## src/hdl/apd_pkg.sv

```systemverilog
package apd_pkg;

    localparam int NUM_CHANNELS  = 9;
    localparam int TRAILER_BYTES = 4;
    localparam int FIXED_HEADER  = 10;
    localparam int HEADER_BYTES  = FIXED_HEADER + NUM_CHANNELS * 2;
    localparam int HIDX_W        = $clog2(HEADER_BYTES);
    localparam int CHAN_W        = $clog2(NUM_CHANNELS + 1);

    localparam logic [15:0] MAX_LENGTH_RESET = 16'd2400;
    localparam logic [7:0]  HASH_CHAR        = 8'h23;
    localparam logic [31:0] HASH_TRAILER     = {4{HASH_CHAR}};

    localparam int CFG_IDX_W  = 1;
    localparam int CFG_DATA_W = 16;
    localparam logic [CFG_IDX_W-1:0] CFG_MAX_LENGTH = 1'd0;
    localparam logic [CFG_IDX_W-1:0] CFG_BIG_ENDIAN = 1'd1;

    typedef enum logic [1:0] {
        EV_BYTE     = 2'd0,
        EV_HEADER   = 2'd1,
        EV_COMPLETE = 2'd2,
        EV_TRUNC    = 2'd3
    } event_t;

    typedef enum logic {
        PH_HEADER = 1'b0,
        PH_BODY   = 1'b1
    } phase_t;

    typedef struct packed {
        logic [7:0] data_byte;
        logic       stream_end;
    } in_word_t;

    typedef struct packed {
        event_t              event_res;
        logic                payload_valid;
        logic [7:0]          payload_byte;
        logic [CHAN_W-1:0]   channel;
        logic [7:0]          dest_unit;
        logic [7:0]          packet_type;
        logic [7:0]          sender_unit;
        logic [7:0]          modulus;
        logic [15:0]         data_length;
        logic [31:0]         origin_time;
        logic                bad_packet;
        logic                hash_found;
    } out_word_t;

endpackage

```

## src/hdl/archive_packet_deframer.sv

```systemverilog
// Channel  Direction  Handshake          Word
// s_       in         s_valid/s_ready    in_word_t  (data_byte, stream_end)
// m_       out        m_valid/m_ready    out_word_t (event and header fields)
// cfg_     in         cfg_we             cfg_index, cfg_wdata
//
// One word in, one word out; a word is accepted every cycle while the output
// register is empty or being drained, so throughput is one byte per clock.
// The packet state and the result register update on the same edge. Reset is
// synchronous; it clears the packet state, config and m_valid, not m_data.
// A stall on m_ holds the result and s_ready drops until it is taken.
module archive_packet_deframer
    import apd_pkg::*;
(
    input  logic                  aclk,
    input  logic                  aresetn,
    input  logic                  s_valid,
    output logic                  s_ready,
    input  in_word_t              s_data,
    output logic                  m_valid,
    input  logic                  m_ready,
    output out_word_t             m_data,
    input  logic                  cfg_we,
    input  logic [CFG_IDX_W-1:0]  cfg_index,
    input  logic [CFG_DATA_W-1:0] cfg_wdata
);

    logic [15:0]       max_length_reg;
    logic              big_endian_reg;

    phase_t            phase_reg, phase_next;
    logic [HIDX_W-1:0] hidx_reg, hidx_next;
    logic [7:0]        hb_reg [FIXED_HEADER];
    logic [7:0]        hb_next [FIXED_HEADER];
    logic [7:0]        hb_upd [FIXED_HEADER];
    logic [15:0]       ends_reg [NUM_CHANNELS];
    logic [15:0]       ends_next [NUM_CHANNELS];
    logic [15:0]       run_sum_reg, run_sum_next;
    logic [7:0]        cnt_low_reg, cnt_low_next;
    logic [16:0]       offset_reg, offset_next;
    logic              bad_reg, bad_next;
    logic [31:0]       last4_reg, last4_next;

    logic              m_valid_reg;
    out_word_t         m_data_reg;
    out_word_t         res;

    logic              s_accept;
    logic [7:0]        b;
    logic [HIDX_W-1:0] rel;
    logic [15:0]       cnt;
    logic [15:0]       sum_new;
    logic [15:0]       len;
    logic [31:0]       origin;
    logic [16:0]       len_end;
    logic              bad_calc;
    logic              do_clear;
    logic [CHAN_W-1:0] chan;

    assign s_ready  = !m_valid_reg || m_ready;
    assign s_accept = s_valid && s_ready;
    assign m_valid  = m_valid_reg;
    assign m_data   = m_data_reg;
    assign b        = s_data.data_byte;

    always_ff @(posedge aclk) begin
        if (!aresetn) begin
            max_length_reg <= MAX_LENGTH_RESET;
            big_endian_reg <= 1'b1;
        end else if (cfg_we) begin
            case (cfg_index)
                CFG_MAX_LENGTH: max_length_reg <= cfg_wdata;
                CFG_BIG_ENDIAN: big_endian_reg <= cfg_wdata[0];
                default: ;
            endcase
        end
    end

    // Header bytes as they stand after this word, for the header fields in each result.
    always_comb begin
        hb_upd = hb_reg;
        if (phase_reg == PH_HEADER && hidx_reg < HIDX_W'(FIXED_HEADER)) begin
            hb_upd[hidx_reg[3:0]] = b;
        end
    end

    assign len     = big_endian_reg ? {hb_upd[4], hb_upd[5]} : {hb_upd[5], hb_upd[4]};
    assign origin  = big_endian_reg ? {hb_upd[6], hb_upd[7], hb_upd[8], hb_upd[9]}
                                    : {hb_upd[9], hb_upd[8], hb_upd[7], hb_upd[6]};
    assign rel     = hidx_reg - HIDX_W'(FIXED_HEADER);
    assign cnt     = big_endian_reg ? {cnt_low_reg, b} : {b, cnt_low_reg};
    assign sum_new = run_sum_reg + cnt;
    assign len_end = {1'b0, len} + 17'(TRAILER_BYTES);
    assign bad_calc = (len > max_length_reg) || (len != sum_new);

    // First channel whose end offset lies beyond this payload byte.
    always_comb begin
        chan = CHAN_W'(NUM_CHANNELS);
        for (int c = NUM_CHANNELS - 1; c >= 0; c--) begin
            if (offset_reg[15:0] < ends_reg[c]) begin
                chan = CHAN_W'(c);
            end
        end
    end

    always_comb begin
        phase_next   = phase_reg;
        hidx_next    = hidx_reg;
        hb_next      = hb_upd;
        ends_next    = ends_reg;
        run_sum_next = run_sum_reg;
        cnt_low_next = cnt_low_reg;
        offset_next  = offset_reg;
        bad_next     = bad_reg;
        last4_next   = last4_reg;
        do_clear     = 1'b0;
        res          = '0;
        res.event_res = EV_BYTE;

        case (phase_reg)
            PH_HEADER: begin
                if (hidx_reg >= HIDX_W'(FIXED_HEADER)) begin
                    if (!rel[0]) begin
                        cnt_low_next = b;
                    end else begin
                        run_sum_next = sum_new;
                        for (int i = 0; i < NUM_CHANNELS; i++) begin
                            if (rel[HIDX_W-1:1] == (HIDX_W-1)'(i)) begin
                                ends_next[i] = sum_new;
                            end
                        end
                    end
                end
                if (hidx_reg == HIDX_W'(HEADER_BYTES - 1) || s_data.stream_end) begin
                    res.dest_unit   = hb_upd[0];
                    res.packet_type = hb_upd[1];
                    res.sender_unit = hb_upd[2];
                    res.modulus     = hb_upd[3];
                    res.data_length = len;
                    res.origin_time = origin;
                end
                if (hidx_reg == HIDX_W'(HEADER_BYTES - 1)) begin
                    res.bad_packet = bad_calc;
                    if (s_data.stream_end) begin
                        res.event_res = EV_TRUNC;
                        do_clear      = 1'b1;
                    end else begin
                        res.event_res = EV_HEADER;
                        phase_next    = PH_BODY;
                        offset_next   = '0;
                        last4_next    = '0;
                        bad_next      = bad_calc;
                    end
                end else begin
                    hidx_next = hidx_reg + 1'b1;
                    if (s_data.stream_end) begin
                        res.event_res = EV_TRUNC;
                        do_clear      = 1'b1;
                    end
                end
            end
            PH_BODY: begin
                if (offset_reg < {1'b0, len}) begin
                    res.payload_valid = 1'b1;
                    res.payload_byte  = b;
                    res.channel       = chan;
                end
                last4_next      = {last4_reg[23:0], b};
                offset_next     = offset_reg + 1'b1;
                res.dest_unit   = hb_upd[0];
                res.packet_type = hb_upd[1];
                res.sender_unit = hb_upd[2];
                res.modulus     = hb_upd[3];
                res.data_length = len;
                res.origin_time = origin;
                res.bad_packet  = bad_reg;
                if (offset_next >= len_end) begin
                    res.event_res  = EV_COMPLETE;
                    res.hash_found = (last4_next == HASH_TRAILER);
                    do_clear       = 1'b1;
                end else if (s_data.stream_end) begin
                    res.event_res = EV_TRUNC;
                    do_clear      = 1'b1;
                end
            end
            default: ;
        endcase

        // Drop all packet state and start over on the next header.
        if (do_clear) begin
            phase_next   = PH_HEADER;
            hidx_next    = '0;
            for (int i = 0; i < FIXED_HEADER; i++) hb_next[i] = '0;
            for (int i = 0; i < NUM_CHANNELS; i++) ends_next[i] = '0;
            run_sum_next = '0;
            cnt_low_next = '0;
            offset_next  = '0;
            bad_next     = 1'b0;
            last4_next   = '0;
        end
    end

    always_ff @(posedge aclk) begin
        if (!aresetn) begin
            phase_reg   <= PH_HEADER;
            hidx_reg    <= '0;
            for (int i = 0; i < FIXED_HEADER; i++) hb_reg[i] <= '0;
            for (int i = 0; i < NUM_CHANNELS; i++) ends_reg[i] <= '0;
            run_sum_reg <= '0;
            cnt_low_reg <= '0;
            offset_reg  <= '0;
            bad_reg     <= 1'b0;
            last4_reg   <= '0;
        end else if (s_accept) begin
            phase_reg   <= phase_next;
            hidx_reg    <= hidx_next;
            hb_reg      <= hb_next;
            ends_reg    <= ends_next;
            run_sum_reg <= run_sum_next;
            cnt_low_reg <= cnt_low_next;
            offset_reg  <= offset_next;
            bad_reg     <= bad_next;
            last4_reg   <= last4_next;
        end
    end

    always_ff @(posedge aclk) begin
        if (!aresetn) begin
            m_valid_reg <= 1'b0;
        end else if (s_ready) begin
            m_valid_reg <= s_valid;
        end
    end

    always_ff @(posedge aclk) begin
        if (s_accept) begin
            m_data_reg <= res;
        end
    end

endmodule

```

## config.mk

```make
export PLATFORM = sky130hd
export DESIGN_NAME = archive_packet_deframer
export DESIGN_NICKNAME = d
export VERILOG_FILES = /design/src/hdl/apd_pkg.sv /design/src/hdl/archive_packet_deframer.sv
export SDC_FILE = /design/constraint.sdc
export NUM_CORES = 1
export LEC_CHECK = 0
export BUFFER_PORTS_ARGS = -buffer_cell sky130_fd_sc_hd__buf_2
export CORE_MARGIN = 4
export CORE_UTILIZATION = 50
export DETAILED_ROUTE_END_ITERATION = 8
export PLACE_DENSITY = 0.66
export REMOVE_ABC_BUFFERS = 1
export SLEW_MARGIN = 20
export SYNTH_ARGS = -nofsm -noshare
export SYNTH_HDL_FRONTEND = slang
export SYNTH_SLANG_ARGS = --single-unit
```

## constraint.sdc

```tcl
create_clock -name aclk -period 5.8 [get_ports aclk]
set_input_delay 0.87 -clock aclk [delete_from_list [all_inputs] [get_ports aclk]]
set_output_delay 0.87 -clock aclk [all_outputs]
set_load 0.02 [all_outputs]
```

=== Word level (Yosys, flattened, before mapping) ===
Cells that the tools add are included.
W data, S select, Z words.

* Bitwise gates (word level): 4
* Eq/ne operators: 17
* Add/sub/neg operators: 5
* Reduce and logical (&&, ||, !) cells: 42
* Order comparisons: 16
* Mux-type cells: 69

{| class="wikitable"
|+ Operators with widths
! cell !! count
|-
| $mux W144 || 4
|-
| $mux W16 || 15
|-
| $mux W80 || 3
|-
| $pmux W81 S2 || 1
|-
| $lt A16 B16 Y1 || 9
|-
| $bwmux W80 || 1
|-
| $mux W24 || 3
|-
| $mux W17 || 3
|-
| $pmux W24 S2 || 1
|-
| $reduce_and A5 Y1 || 9
|-
| $mux W8 || 5
|-
| $pmux W17 S2 || 1
|-
| $demux W8 S4 || 1
|-
| $eq A32 B30 Y1 const B || 1
|-
| $mux W32 || 1
|-
| $mux W4 || 8
|-
| $reduce_bool A2 Y1 || 12
|-
| $add A16 B3 Y17 const B || 1
|-
| $add A17 B1 Y17 const B || 1
|-
| $ge A17 B17 Y1 || 1
|-
| $lt A17 B16 Y1 || 1
|-
| $add A16 B16 Y16 || 1
|-
| $eq A4 B3 Y1 const B || 4
|-
| $gt A16 B16 Y1 || 1
|-
| other kinds (34) || 65
|}

* Input bits: 31
* Flip-flop bits (word level): 411

=== Longest topological paths before layout ===
* Depth in word-level cells: 14
* Depth in mapped cells: 27
* Gate-level depth less buffers: 23

=== Least setup slack after synthesis ===
No wires, ideal clock.

* Path type: input to register
* Start point: in m_ready
* End point: reg m_data_reg (netlist bit m_data[0]) (enable)
* Slack: 0.878 ns
* Stages: 5
* Arrival time: 4.423 ns
* Cells stage by stage: nand2b_1 > nand2_1 > inv_1 > clkbuf_1 > clkbuf_1

* Cells in the longest elaborated chain, start to end: 2

{| class="wikitable"
|+ RTL lines
! item !! line !! RTL
|-
| from (decl) || archive_packet_deframer.sv:20 || <nowiki>input logic m_ready,</nowiki>
|-
| $logic_or A1 B1 Y1 || archive_packet_deframer.sv:59 || <nowiki>assign s_ready = !m_valid_reg || m_ready;</nowiki>
|-
| $logic_and A1 B1 Y1 || archive_packet_deframer.sv:60 || <nowiki>assign s_accept = s_valid && s_ready;</nowiki>
|-
| via s_accept || archive_packet_deframer.sv:47 || <nowiki>logic s_accept;</nowiki>
|-
| to (signal assigned) || archive_packet_deframer.sv:236 || <nowiki>m_data_reg <= res;</nowiki>
|-
| to (decl) || archive_packet_deframer.sv:44 || <nowiki>out_word_t m_data_reg;</nowiki>
|}

The timed path passes the listed nets, and every way through them passes these cells.
A chain may end at the register's enable or synchronous reset.

=== Final worst setup path ===
* Start point: reg hidx_reg[0]
* End point: reg ends_reg[2] (netlist bit)

* Cells in the longest elaborated chain, start to end: 14
* Elaborated cells on any way between the ends: 24

{| class="wikitable"
|+ RTL lines
! item !! line !! RTL
|-
| from (decl) || archive_packet_deframer.sv:31 || <nowiki>logic [HIDX_W-1:0] hidx_reg, hidx_next;</nowiki>
|-
| from (signal assigned) || archive_packet_deframer.sv:215 || <nowiki>hidx_reg <= hidx_next;</nowiki>
|-
| $not A4 Y5 (implied by the code) || archive_packet_deframer.sv:82 || <nowiki>hb_upd[hidx_reg[3:0]] = b;</nowiki>
|-
| $ge A5 B5 Y1 (implied by the code) or $lt A5 B1 Y1 (tied branches) || archive_packet_deframer.sv:82 ||
|-
| $logic_and A1 B1 Y1 (implied by the code) || archive_packet_deframer.sv:82 ||
|-
| $mux W8 (implied by the code) || archive_packet_deframer.sv:82 ||
|-
| $demux W8 S4 || archive_packet_deframer.sv:82 ||
|-
| $bwmux W80 || archive_packet_deframer.sv:82 ||
|-
| $mux W80 || archive_packet_deframer.sv:81 || <nowiki>if (phase_reg == PH_HEADER && hidx_reg < HIDX_W'(FIXED_HEADER)) begin</nowiki>
|-
| $mux W16 || archive_packet_deframer.sv:86 || <nowiki>assign len = big_endian_reg ? {hb_upd[4], hb_upd[5]} : {hb_upd[5], hb_upd[4]};</nowiki>
|-
| $add A16 B3 Y17 || archive_packet_deframer.sv:92 || <nowiki>assign len_end = {1'b0, len} + 17'(TRAILER_BYTES);</nowiki>
|-
| $ge A17 B17 Y1 || archive_packet_deframer.sv:176 || <nowiki>if (offset_next >= len_end) begin</nowiki>
|-
| $mux W1 || archive_packet_deframer.sv:176 ||
|-
| $pmux W1 S2 || archive_packet_deframer.sv:119 || <nowiki>case (phase_reg)</nowiki>
|-
| $ne A2 B1 Y1 (no line) or $reduce_bool A2 Y1 (tied branches) || n/a ||
|-
| $reduce_and A5 Y1 (no line) || n/a ||
|-
| to (signal assigned) || archive_packet_deframer.sv:217 || <nowiki>ends_reg <= ends_next;</nowiki>
|-
| to (decl) || archive_packet_deframer.sv:35 || <nowiki>logic [15:0] ends_reg [NUM_CHANNELS];</nowiki>
|}

Several ways; a longest one is shown, not always the timed one.

==> impl.org <==
** Synthesis
- Synth Warn # :: 0
- Number of distinct standard cells referenced by the synthesized netlist :: 81
- Post-synth top area share :: 0.271
- Number of flops mapped to enable cells by yosys :: 97
- After synthesis the netlist holds a flip-flop and latch count of 411.
- The share of the Yosys chip area taken by registers is 0.397.
- Post-synthesis cell area :: 23200 sq um
- Synthesis produced 2536 cells.
- dfxtp_1 takes more of the synthesized area than any other cell.
- After synthesis, the share of flip-flops with an asynchronous set or reset is 0.
- Leading post-synthesis cells by cell area :: dfxtp_1, edfxtp_1, ha_1
- Dominant synthesized flop cell :: dfxtp_1
- Avg Inst Size Synth :: 9.14 sq um

** Power
- Static Leakage :: 11.0 nW
- Largest vdd supply drop :: 0.000229 V
- Design Power :: 6.77 mW
- Power spread over the standard cell area amounts to 259 nW/um^2.

** Floorplan
- In this run the core area contains 78 standard-cell rows.
- For this configuration, the core starts out at a cell density of 0.509.
- The die covers 49900 sq um.
- The die is 223 um tall.
- From left edge to right edge, the die measures 223 um.
- Area inside the core boundary :: 45600 sq um
- During I/O placement, the number of pins put on the boundary was 130.

** Cells and area
- For this run, the share of the core covered by cells in the final layout is 0.573.
- Count of placed standard cells in the final layout, fillers left out :: 3269
- The top cell types in the final layout, fill and taps aside, are dfxtp_1, nand2_1, ha_1, inv_1, mux2i_1.
- Fraction of final layout cells sized beyond drive strength 1 :: 0.130
- The layout has 4019 filler cells.
- The register with the most flip-flops in the layout has 144 of them.
- Nets@finish :: 2864
- Final instance area :: 26100 sq um
- Most frequent standard cell in the layout excluding fill and tap cells :: dfxtp_1
- Antenna diode instance count :: 0
- Relative to the synthesized area, the layout overhead comes to 12.6%.

** Clock network
- Clock Root Buffer :: clkbuf_16
- CTS tree :: yes
- No sink is reached through more buffers than the 3 on the longest clock path.
- Clock slew seen by the registers of the worst setup and hold paths :: 0.07 ns
- The clock tree synthesis step divided the H-tree into 2 levels.
- Number of clock sinks :: 411
- Number of buffers inserted during clock tree synthesis :: 46
- Hold_buf cts :: 0
- Clock insertion delay at the later pin of the skew report :: 0.58 ns

** Detailed routing
- Remaining antenna violation count after routing :: 0
- Average vias per placed instance :: 5.79
- First-pass DRT Iterations :: 5
- Number of DRC violations after detailed-routing iteration 0 :: 1562
- Drc violations :: 0
- The final layout contains routed wiring with a total length of 65200 um.
- Total vias in the final route :: 18900
- After detailed routing, the average wire length per cell comes to 19.9 um.

** STA
- Setup repair after global routing left no endpoint under its margin.
- Max frequency :: 188 MHz
- Setup violations remaining at the end of the flow were counted as 0.
- Actual transition at the worst max-transition pin :: 0.991 ns
- The number of pins exceeding their max-slew limit in the final report came to 0.
- The count of endpoints failing hold in the final timing report came to 0.
- On the final layout, the worst clock skew is 0.0195 ns.
- In the finished design, the share of the clock period the worst path needs comes to 0.916.
- The worst pin sits at a relative slew slack of 0.339.
- Post-layout minimum cycle time :: 5.31 ns

** Critical path
- Among cell families on the critical path, the largest total delay comes from simple AND/OR/NAND/NOR gates.
- STA classifies the critical path endpoint as a flop.
- Worst path max stage delay :: 0.53 ns
- Flop-to-flop setup slack :: 0.49 ns
- Worst path bufs/invs :: 4
- The signal on the critical path passes through inv_1 > ha_1 > inv_1 > o21ai_2 > and2_1 > mux2i_2 > and4_1 > nand4_1 > nor3_2 > nand2_1 > xnor2_1 > ha_1 > nor2b_1 > o21ai_0 > nand2b_1 > a21oi_1 > and2_2 > inv_2 > o2111ai_2 > a21oi_2 > buf_4 > mux2i_1.
- For this design, the slowest cell found on the critical path is dfxtp_1.
- Data on the critical path is required at its endpoint by 6.29 ns.
- Along the worst path, the maximum fanout reaches 16.
- STA puts the critical path data arrival time at 5.80 ns.
- Startpoint kind of the worst setup timing path :: flop
- Setup CP Type :: reg -> reg

** Global routing
- Via count of the first global-routing pass :: 18400
- Across every metal layer, demand over resource in global routing totals 0.254.
- Maximum number of pins on one net before global-route repair :: 111
- The first global-routing pass estimated 103000 um of wire.
- Summed over all layers, the global routing overflow is 0.
- The number of antenna violations at the first check in global routing is 0.

** Placed design
- Number of placed instances with taps included :: 3181
- At the end of routability-driven placement, the weighted congestion stood at 0.966.
- Input and output buffers added on the ports amount to 129.
- The placed instances occupy a cell area of 24500 sq um.
- Estimated wirelength of the detail-placed design :: 45500 um

** Min path
- Hold Crit Class :: reg -> reg

** Run status
- Result of the run :: completed

** Run
- Across the run, the number of max-cap violations was 0.
==> cells in the mapped netlist, types with 5 or more instances <==
cell type / n
a2111oi_0: 7
a211o_1: 6
a211oi_1: 49
a21boi_0: 70
a21o_1: 64
a21oi_1: 99
a22o_1: 8
a32oi_1: 64
and2_1: 22
and3_1: 18
buf_1: 10
buf_2: 10
buf_4: 18
clkbuf_1: 107
dfxtp_1: 314
edfxtp_1: 97
ha_1: 201
inv_1: 184
mux2_2: 34
mux2i_1: 164
nand2_1: 311
nand2_2: 7
nand2b_1: 20
nand3_1: 139
nand3b_1: 10
nand4_1: 26
nor2_1: 110
nor2b_1: 77
nor3_1: 28
nor3b_1: 5
nor4_1: 12
nor4b_1: 7
o211ai_1: 12
o21a_1: 9
o21ai_0: 70
o21ai_1: 5
o21ai_2: 7
o31ai_1: 5
or2_2: 6
xnor2_1: 39
xor2_1: 15
==> where the power goes <==
part           leakage (nW)  total, mW  switching (mW)  internal [mW]
registers              3.51       3.03          0.0276           3.01
logic                  6.73      0.739           0.504          0.235
clock network         0.767       3.00            1.18           1.82
total                  11.0       6.77            1.71           5.06
==> path summary, 6_finish.rpt <==
path | startpoint | end | cells after the start
worst min register to register | ends_reg[100]$_SDFFE_PN0P_ | ends_reg[100]$_SDFFE_PN0P_ | 2
worst min-delay path | ends_reg[100]$_SDFFE_PN0P_ | ends_reg[100]$_SDFFE_PN0P_ | 2
worst max-delay path | hidx_reg[0]$_SDFFE_PN0P_ | ends_reg[2]$_SDFFE_PN0P_ | 22
worst max register to register | hidx_reg[0]$_SDFFE_PN0P_ | ends_reg[2]$_SDFFE_PN0P_ | 22
==> metal layers <==
metal | global-route usage | wire (um)
met4 | 0.101 | 2720
met5 | 0 | 0
met2 | 0.421 | 30400
met1 | 0.339 | 28900
met3 | 0.0328 | 3200
==> through the flow <==
step           hold slack (ns)  setup slack (ns)  TNS [ns]
2_1_floorplan            0.429             -2.46   -487.62
3_3_place_gp             0.440             0.503         0
3_5_place_dp             0.446             0.300         0
4_1_cts                  0.459             0.249         0
5_1_grt                  0.474            0.0675         0
6_report                 0.457             0.485         0
==> kinds of logic after synthesis <==
logic type / count (synthesis) / synth area share
mux: 199 / 0.0879
fa+ha+maj: 203 / 0.110
flops: 411 / 0.397
buf+inv: 334 / 0.0576
xor+xnor: 55 / 0.0214
simple gates: 821 / 0.172
compound gates: 513 / 0.155
==> repair_timing <==
item / CTS / global route
endpoints found under the setup margin: 0 / 71
buffers inserted: 0 / 1
gates resized for setup: 0 / 8
==> final cells by class <==
class	count	area, sq um	share of cell area
Clock buffer	77	1440	0.0552
Timing Repair Buffer	193	1170	0.0449
Tap cell	600	751	0.0288
Clock inverter	9	126	0.00484
Multi-Input combinational cell	1791	12700	0.487
Sequential cell	411	9200	0.352
Inverter	188	709	0.0272
==> worst reg2reg max path: stages, from the launching register on <==
cell,delay (ns)
dfxtp_1,0.53
inv_1,0.19
ha_1,0.38
inv_1,0.21
o21ai_2,0.09
and2_1,0.17
mux2i_2,0.26
and4_1,0.28
nand4_1,0.23
nor3_2,0.33
nand2_1,0.12
xnor2_1,0.16
ha_1,0.31
nor2b_1,0.14
o21ai_0,0.08
nand2b_1,0.14
a21oi_1,0.09
and2_2,0.26
inv_2,0.26
o2111ai_2,0.16
a21oi_2,0.21
buf_4,0.35
mux2i_1,0.27
Note: power is estimated with default switching activity, not from simulation.
